[config.mk]
export PLATFORM = sky130hd
export DESIGN_NAME = lru_key_cache_with_eviction
export DESIGN_NICKNAME = d
export VERILOG_FILES = /design/src/design/lkc_pkg.sv /design/src/design/lkc_front.sv /design/src/design/lkc_fifo.sv /design/src/design/lkc_back.sv /design/src/design/lru_key_cache_with_eviction.sv
export SDC_FILE = /design/constraint.sdc
export NUM_CORES = 2
export LEC_CHECK = 0
export BUFFER_PORTS_ARGS = -buffer_cell sky130_fd_sc_hd__buf_2
export CAP_MARGIN = 15
export CORE_MARGIN = 2
export CORE_UTILIZATION = 40
export CTS_CLUSTER_SIZE = 40
export DETAILED_ROUTE_END_ITERATION = 10
export GPL_ROUTABILITY_DRIVEN = 0
export REMOVE_ABC_BUFFERS = 1
export SYNTH_ARGS = -nofsm -noshare
export SYNTH_HDL_FRONTEND = slang
export SYNTH_SLANG_ARGS = --single-unit
[constraint.sdc]
create_clock -name clk -period 5.8 [get_ports clk]
set_input_delay 1.74 -clock clk [delete_from_list [all_inputs] [get_ports clk]]
set_output_delay 1.74 -clock clk [all_outputs]
set_load 0.05 [all_outputs]
[src/design/lkc_pkg.sv]
// Shared types and constants for the LRU key cache.
package lkc_pkg;

	localparam int KEY_W = 64;
	localparam int CFG_W = 6;
	localparam int KIND_W = 2;
	localparam logic [CFG_W-1:0] CACHE_SIZE_RST = 6'd32;

	localparam logic [KIND_W-1:0] KIND_ADD = 2'd0;
	localparam logic [KIND_W-1:0] KIND_QUERY = 2'd1;
	localparam logic [KIND_W-1:0] KIND_FLUSH = 2'd2;

	localparam int Q_DEPTH = 2;
	localparam int Q_AW = $clog2(Q_DEPTH);
	localparam int Q_CW = $clog2(Q_DEPTH + 1);

	typedef enum logic [1:0] {
		OP_ADD,
		OP_QUERY,
		OP_FLUSH,
		OP_NOP
	} op_t;

	typedef struct packed {
		op_t             op;
		logic [KEY_W-1:0] key;
	} cmd_t;

	typedef struct packed {
		logic             has_unload;
		logic [KEY_W-1:0] unload_key;
		logic             present;
		logic             last;
	} res_t;

endpackage

[src/design/lkc_front.sv]
// Request front end: accepts and classifies transactions, hands them to the queue.
module lkc_front import lkc_pkg::*; (
	input  logic              clk,
	input  logic              arst_n,
	input  logic              start,
	output logic              busy,
	input  logic [KIND_W-1:0] kind,
	input  logic [KEY_W-1:0]  key,
	output logic              push,
	output cmd_t              push_cmd,
	input  logic              full
);

	logic valid_s1;
	cmd_t cmd_s1;
	op_t  op;
	logic accept;

	assign push     = valid_s1 && !full;
	assign busy     = valid_s1 && full;
	assign accept   = start && !busy;
	assign push_cmd = cmd_s1;

	always_comb begin
		unique case (kind)
			KIND_ADD:   op = OP_ADD;
			KIND_QUERY: op = OP_QUERY;
			KIND_FLUSH: op = OP_FLUSH;
			default:    op = OP_NOP;
		endcase
	end

	always_ff @(posedge clk or negedge arst_n) begin
		if (!arst_n) begin
			valid_s1 <= 1'b0;
		end else if (accept) begin
			valid_s1 <= 1'b1;
		end else if (push) begin
			valid_s1 <= 1'b0;
		end
	end

	always_ff @(posedge clk) begin
		if (accept) begin
			cmd_s1 <= '{op: op, key: key};
		end
	end

endmodule

[src/design/lkc_fifo.sv]
// Short command queue between the front end and the execution engine.
module lkc_fifo import lkc_pkg::*; (
	input  logic clk,
	input  logic arst_n,
	input  logic push,
	input  cmd_t push_cmd,
	output logic full,
	input  logic pop,
	output cmd_t pop_cmd,
	output logic empty
);

	cmd_t            slots [Q_DEPTH];
	logic [Q_AW-1:0] wr_ptr_q;
	logic [Q_AW-1:0] rd_ptr_q;
	logic [Q_CW-1:0] cnt_q;

	assign full    = (cnt_q == Q_CW'(Q_DEPTH));
	assign empty   = (cnt_q == '0);
	assign pop_cmd = slots[rd_ptr_q];

	always_ff @(posedge clk or negedge arst_n) begin
		if (!arst_n) begin
			wr_ptr_q <= '0;
			rd_ptr_q <= '0;
			cnt_q    <= '0;
		end else begin
			if (push) begin
				wr_ptr_q <= (wr_ptr_q == Q_AW'(Q_DEPTH - 1)) ? '0 : wr_ptr_q + Q_AW'(1);
			end
			if (pop) begin
				rd_ptr_q <= (rd_ptr_q == Q_AW'(Q_DEPTH - 1)) ? '0 : rd_ptr_q + Q_AW'(1);
			end
			if (push && !pop) begin
				cnt_q <= cnt_q + Q_CW'(1);
			end else if (pop && !push) begin
				cnt_q <= cnt_q - Q_CW'(1);
			end
		end
	end

	always_ff @(posedge clk) begin
		if (push) begin
			slots[wr_ptr_q] <= push_cmd;
		end
	end

endmodule

[src/design/lkc_back.sv]
// Execution engine: key memory walk for search, compaction and flush.
module lkc_back import lkc_pkg::*; #(
	parameter int CAPACITY = 32,
	localparam int AW = $clog2(CAPACITY),
	localparam int CW = $clog2(CAPACITY + 1)
) (
	input  logic          clk,
	input  logic          arst_n,
	input  logic [CW-1:0] limit,
	input  logic          empty,
	output logic          pop,
	input  cmd_t          pop_cmd,
	output logic          res_vld,
	output res_t          res
);

	typedef enum logic [1:0] {
		S_IDLE,
		S_SRCH,
		S_SHIFT,
		S_FLUSH
	} state_t;

	state_t           state_q;
	cmd_t             cmd_q;
	logic [CW-1:0]    count_q;
	logic [CW-1:0]    ptr_q;
	logic             chk_vld_q;
	logic [AW-1:0]    chk_idx_q;
	logic [KEY_W-1:0] old_q;
	logic [KEY_W-1:0] rd_data_q;
	logic             res_vld_q;
	res_t             res_q;

	logic [KEY_W-1:0] mem [CAPACITY];

	logic             issue;
	logic             drained;
	logic             hit;
	logic             flush_last;
	logic             wr_en;
	logic [AW-1:0]    wr_addr;
	logic [KEY_W-1:0] wr_data;

	localparam res_t RES_EMPTY = '{has_unload: 1'b0, unload_key: '0, present: 1'b0, last: 1'b1};

	assign pop        = (state_q == S_IDLE) && !empty;
	assign issue      = (state_q != S_IDLE) && (ptr_q < count_q);
	assign drained    = !issue && !chk_vld_q;
	assign hit        = chk_vld_q && (rd_data_q == cmd_q.key);
	assign flush_last = (CW'(chk_idx_q) == count_q - CW'(1));
	assign res_vld    = res_vld_q;
	assign res        = res_q;

	always_comb begin
		wr_en   = 1'b0;
		wr_addr = '0;
		wr_data = '0;
		unique case (state_q)
			S_SRCH: begin
				if (drained && cmd_q.op == OP_ADD && count_q < limit) begin
					wr_en   = 1'b1;
					wr_addr = count_q[AW-1:0];
					wr_data = cmd_q.key;
				end
			end
			S_SHIFT: begin
				if (chk_vld_q) begin
					wr_en   = 1'b1;
					wr_addr = chk_idx_q - AW'(1);
					wr_data = rd_data_q;
				end else if (!issue) begin
					wr_en   = 1'b1;
					wr_addr = AW'(count_q - CW'(1));
					wr_data = cmd_q.key;
				end
			end
			default: begin
			end
		endcase
	end

	always_ff @(posedge clk) begin
		if (wr_en) begin
			mem[wr_addr] <= wr_data;
		end
		rd_data_q <= mem[ptr_q[AW-1:0]];
	end

	always_ff @(posedge clk or negedge arst_n) begin
		if (!arst_n) begin
			state_q   <= S_IDLE;
			cmd_q     <= '0;
			count_q   <= '0;
			ptr_q     <= '0;
			chk_vld_q <= 1'b0;
			chk_idx_q <= '0;
			old_q     <= '0;
			res_vld_q <= 1'b0;
			res_q     <= '0;
		end else begin
			res_vld_q <= 1'b0;
			if (issue) begin
				ptr_q     <= ptr_q + CW'(1);
				chk_vld_q <= 1'b1;
				chk_idx_q <= ptr_q[AW-1:0];
			end else begin
				chk_vld_q <= 1'b0;
			end
			unique case (state_q)
				S_IDLE: begin
					if (pop) begin
						cmd_q <= pop_cmd;
						ptr_q <= '0;
						unique case (pop_cmd.op)
							OP_ADD, OP_QUERY: begin
								state_q <= S_SRCH;
							end
							OP_FLUSH: begin
								if (count_q == '0) begin
									res_vld_q <= 1'b1;
									res_q     <= RES_EMPTY;
								end else begin
									state_q <= S_FLUSH;
								end
							end
							OP_NOP: begin
								res_vld_q <= 1'b1;
								res_q     <= RES_EMPTY;
							end
						endcase
					end
				end
				S_SRCH: begin
					if (chk_vld_q && chk_idx_q == '0) begin
						old_q <= rd_data_q;
					end
					if (hit) begin
						res_vld_q <= 1'b1;
						if (cmd_q.op == OP_QUERY) begin
							res_q <= '{has_unload: 1'b0, unload_key: '0,
								present: 1'b1, last: 1'b1};
							state_q <= S_IDLE;
						end else begin
							res_q <= '{has_unload: 1'b1, unload_key: cmd_q.key,
								present: 1'b1, last: 1'b1};
							ptr_q     <= CW'(chk_idx_q) + CW'(1);
							chk_vld_q <= 1'b0;
							state_q   <= S_SHIFT;
						end
					end else if (drained) begin
						res_vld_q <= 1'b1;
						if (cmd_q.op == OP_QUERY) begin
							res_q   <= RES_EMPTY;
							state_q <= S_IDLE;
						end else if (count_q < limit) begin
							res_q   <= RES_EMPTY;
							count_q <= count_q + CW'(1);
							state_q <= S_IDLE;
						end else begin
							res_q <= '{has_unload: 1'b1, unload_key: old_q,
								present: 1'b0, last: 1'b1};
							ptr_q   <= CW'(1);
							state_q <= S_SHIFT;
						end
					end
				end
				S_SHIFT: begin
					if (drained) begin
						state_q <= S_IDLE;
					end
				end
				S_FLUSH: begin
					if (chk_vld_q) begin
						res_vld_q <= 1'b1;
						res_q <= '{has_unload: 1'b1, unload_key: rd_data_q,
							present: 1'b0, last: flush_last};
						if (flush_last) begin
							count_q <= '0;
							state_q <= S_IDLE;
						end
					end
				end
			endcase
		end
	end

endmodule

[src/design/lru_key_cache_with_eviction.sv]
// Top level of the LRU key cache with eviction.
// Holds up to cache_size 64-bit keys, oldest first, in a single-port-read key memory that
// the engine walks one entry per clock. A transaction is taken when start is high and busy
// is low; a two-entry queue sits between the front end and the engine, so a few requests
// can be taken while an earlier one is still running. Every result appears for exactly one
// cycle with done high and cannot be held off. An add or query walks the held keys in
// order and stops at a match; an add that moves or evicts a key then compacts them. A
// flush streams one result per held key on consecutive cycles. A cache_size of 0 acts
// as 1, one above CAPACITY as CAPACITY. The key memory needs no clearing after reset.
module lru_key_cache_with_eviction import lkc_pkg::*; #(
	parameter int CAPACITY = 32
) (
	input  logic              clk,
	input  logic              arst_n,
	input  logic              start,
	output logic              busy,
	input  logic [KIND_W-1:0] kind,
	input  logic [KEY_W-1:0]  key,
	input  logic              cfg_we,
	input  logic [CFG_W-1:0]  cfg_wdata,
	output logic              done,
	output logic              has_unload,
	output logic [KEY_W-1:0]  unload_key,
	output logic              present,
	output logic              last
);

	localparam int CW = $clog2(CAPACITY + 1);

	logic [CFG_W-1:0] cache_size_q;
	logic [CW-1:0]    limit;
	logic             push;
	cmd_t             push_cmd;
	logic             full;
	logic             pop;
	cmd_t             pop_cmd;
	logic             empty;
	logic             res_vld;
	res_t             res;

	always_ff @(posedge clk or negedge arst_n) begin
		if (!arst_n) begin
			cache_size_q <= CACHE_SIZE_RST;
		end else if (cfg_we) begin
			cache_size_q <= cfg_wdata;
		end
	end

	always_comb begin
		if (cache_size_q == '0) begin
			limit = CW'(1);
		end else if (int'(cache_size_q) > CAPACITY) begin
			limit = CW'(CAPACITY);
		end else begin
			limit = CW'(cache_size_q);
		end
	end

	lkc_front u_front (
		.clk      (clk),
		.arst_n   (arst_n),
		.start    (start),
		.busy     (busy),
		.kind     (kind),
		.key      (key),
		.push     (push),
		.push_cmd (push_cmd),
		.full     (full)
	);

	lkc_fifo u_fifo (
		.clk      (clk),
		.arst_n   (arst_n),
		.push     (push),
		.push_cmd (push_cmd),
		.full     (full),
		.pop      (pop),
		.pop_cmd  (pop_cmd),
		.empty    (empty)
	);

	lkc_back #(
		.CAPACITY (CAPACITY)
	) u_back (
		.clk     (clk),
		.arst_n  (arst_n),
		.limit   (limit),
		.empty   (empty),
		.pop     (pop),
		.pop_cmd (pop_cmd),
		.res_vld (res_vld),
		.res     (res)
	);

	assign done       = res_vld;
	assign has_unload = res.has_unload;
	assign unload_key = res.unload_key;
	assign present    = res.present;
	assign last       = res.last;

endmodule

==> results.sh <==
export IMPL_outcome="finished, final reports clean"
export IMPL_finalWirelength_um=262300
export IMPL_rr_worst_depth=10
export IMPL_crit_type="flop to flop"
export IMPL_ys_seq_elements=2539
export IMPL_grt_max_degree=113
export IMPL_syn_area_per_cell_um2=21.69
export IMPL_setup_viol=0
export IMPL_arrival_ns=5.06
export IMPL_grt_usage_pct=20.95
export IMPL_tns_ns=0
export IMPL_rows=181
export IMPL_slowest_stage="dfrtp_1"
export IMPL_synth_enable_flop_cells=2246
export IMPL_ys_types=78
export IMPL_synthCells=4505
export IMPL_yosys_area_top_type="edfxtp_1"
export IMPL_worstReg2RegEnd="u_back.mem[4][4]$_DFFE_PP_"
export IMPL_maxCapViolCount=0
export IMPL_area_delta_synth_final_pct=15.48
export IMPL_fin_crit_ns=4.494
export IMPL_fin_crit_sh_pct=77.48
export IMPL_relSlewSlack_pct=18.12
export IMPL_power_leakage_uw=0.03729
export IMPL_clock_fmax_mhz=222.5
export IMPL_holdCritStartpoint="u_front.push_cmd[36]$_DFFE_PP_"
export IMPL_h_tree_depth=5
export IMPL_clk_insertion_delay_late_ns=0.94
export IMPL_hold_path_end="u_fifo.slots[1][36]$_DFFE_PP_"
export IMPL_fin_hold_ws_ns=0.4157
export IMPL_drive_gt1_share_pct=30.74
export IMPL_synth_area_leaders="edfxtp_1 (69%), mux4_2 (15%), dfrtp_1 (5.8%)"
export IMPL_cts_tree="built"
export IMPL_dpl_cell_area_um2=104000
export IMPL_cp_end_kind="flop"
export IMPL_post_cts_buffers=0
export IMPL_drv_slew=0
export IMPL_cts_repair_resized=0
export IMPL_p_per_area_nw_per_um2=503.5
export IMPL_skew_ns=0.05743
export IMPL_clk_pin_slew_ns=0.06
export IMPL_antenna_found_initial=8
export IMPL_critical_path_startpoint_type="flop"
export IMPL_postCtsHoldBufs=0
export IMPL_cp_buffers_inverters=2
export IMPL_start_util_pct=40.22
export IMPL_layout_nets=5002
export IMPL_synth_top_area_share_pct=69.01
export IMPL_hold_viol=0
export IMPL_drc=0
export IMPL_grt_overflow=0
export IMPL_hold_class="flop to flop"
export IMPL_async_flop_share_pct=9.019
export IMPL_multi_input_area_um2=22270
export IMPL_final_cell_count_no_fill=8311
export IMPL_irDropWorstVdd_mv=0.5863
export IMPL_clk_path_buf_depth=4
export IMPL_ys_flop_type="edfxtp_1"
export IMPL_core_area_um2=243000
export IMPL_grt_pass1_vias=49555
export IMPL_drtIter0Drc=5727
export IMPL_die_y_um=498.3
export IMPL_crit_chain="inv_1 -> ha_1 -> a2111o_1 -> nor2_1 -> o21a_1 -> or3_1 -> o32a_1 -> or4_4 -> nor2_4 -> buf_4"
export IMPL_critPathMaxFanout=15
export IMPL_finalInstanceArea_um2=112800
export IMPL_port_buffer_count=144
export IMPL_post_drt_wl_per_cell_um=31.57
export IMPL_io_pins=145
export IMPL_crit_reg2reg_launch="u_back.count_q[3]$_DFFE_PN0P_"
export IMPL_root_buffer="clkbuf_16"
export IMPL_synthTopCellsByCount="edfxtp_1 (2246), mux4_2 (640), dfrtp_1 (228)"
export IMPL_dieArea_um2=248300
export IMPL_numPlacedInstances=7818
export IMPL_dr_pass1_iters=6
export IMPL_antenna_left=0
export IMPL_numCtsBuffers=285
export IMPL_rrSetupSlack_ns=1.31
export IMPL_worst_pin_slew_ns=1.224
export IMPL_vias=48429
export IMPL_register_area_um2=74480
export IMPL_hold_depth=0
export IMPL_yosys_warnings=0
export IMPL_required_ns=6.37
export IMPL_viasPerCell=5.827
export IMPL_dp_hpwl_um=142800
export IMPL_die_w_um=498.3
export IMPL_crit_family="simple AND/OR/NAND/NOR gates"
export IMPL_grt_pass1_wl_um=371400
export IMPL_synth_most_common_cell="edfxtp_1"
export IMPL_fill_cells=19972
export IMPL_cts_sinks=2539
export IMPL_slowest_delay_ns=0.62
export IMPL_grt_setup_unrepaired="false"
export IMPL_synth_area_um2=97720
export IMPL_ys_seq_area_share_pct=76.19
## registers in the layout, summed over array words and instances (netlist names), 2 cells and up
register          cells
cache_size_q          6
u_back.chk_idx_q      5
u_back.cmd_q         66
u_back.count_q        6
u_back.mem         2048
u_back.old_q         64
u_back.ptr_q          6
u_back.rd_data_q     64
u_back.res           67
u_back.state_q        2
u_fifo.cnt_q          2
u_fifo.slots        132
u_front.push_cmd     66
## through the flow
stage	setup WS [ns]	total power (uW)	utilization, %
final	1.306	56820	46.44
after global placement	1.411	39880	42.80
after floorplan	-18.26	33690	-
after detailed placement	1.436	40040	42.80
after CTS	1.371	57270	46.44
after global routing	1.158	58900	46.44
## logic make-up after synthesis
logic type	after synthesis	share of synthesized area, %
and+or+nand+nor	339	1.668
adders and majority gates	22	0.2817
AOI/OAI and AO/OA	280	2.124
buffers and inverters	337	1.349
muxes	908	17.67
DFF	2539	76.19
xor gates and xnor gates	80	0.7170
## final cells by class
cell class                      instances  share of cell area [%]
Sequential cell                      2539                   66.00
Multi-Input combinational cell       1629                   19.74
Clock buffer                          413                   7.061
Tap cell                             3202                   3.550
Timing Repair Buffer                  358                   2.581
Clock inverter                         78                  0.7650
Inverter                               91                  0.3049
Antenna cell                            1                0.002217
## how the worst max path moves through the flow
stage,start,to,slack (ns),depth (start not counted)
2_1_floorplan,u_back.ptr_q[0]$_DFF_PN0_,u_back.mem[20][0]$_DFFE_PP_,-18.26,7
3_3_place_gp,u_back.cmd_q[38]$_DFFE_PN0P_,u_back.res[41]$_DFFE_PN0P_,1.41,9
3_5_place_dp,u_back.count_q[3]$_DFFE_PN0P_,u_back.mem[1][51]$_DFFE_PP_,1.44,10
4_1_cts,u_back.count_q[3]$_DFFE_PN0P_,u_back.mem[4][47]$_DFFE_PP_,1.37,10
5_1_grt,u_back.count_q[3]$_DFFE_PN0P_,u_back.mem[11][47]$_DFFE_PP_,1.16,10
6_report,u_back.count_q[3]$_DFFE_PN0P_,u_back.mem[4][4]$_DFFE_PP_,1.31,10
## cells in the final DEF, fill, tap and decap left out, drive strengths merged, types with 22 or more instances in the layout
cell and count:
xnor2 59, o21ai 88, mux2i 132, nand2 99, buf 358, mux2 136, ha 22, mux4 640
clkinv 50, nand4 22, dfxtp 64, dfrtp 228, a22oi 66, nor2 117, edfxtp 2246, inv 99
a222oi 64, clkbuf 413
## report_power, final
| part | total, uW | internal [uW] | switching [uW] |
|---|---|---|---|
| logic | 15300 | 6090 | 9260 |
| clock network | 17200 | 10300 | 6930 |
| registers | 24200 | 22700 | 1570 |
## per-layer routing
metal | global-route usage (%) | vias to the layer above | part of all wire [%]
met5 | 0 | - | 0.0042
met4 | 7.274 | 2 | 3.4
met3 | 3.659 | 400 | 7.4
met2 | 33.56 | 2142 | 48
met1 | 29.05 | 26327 | 41
li1 | - | 19558 | -
(Power assumes the default switching activity.)
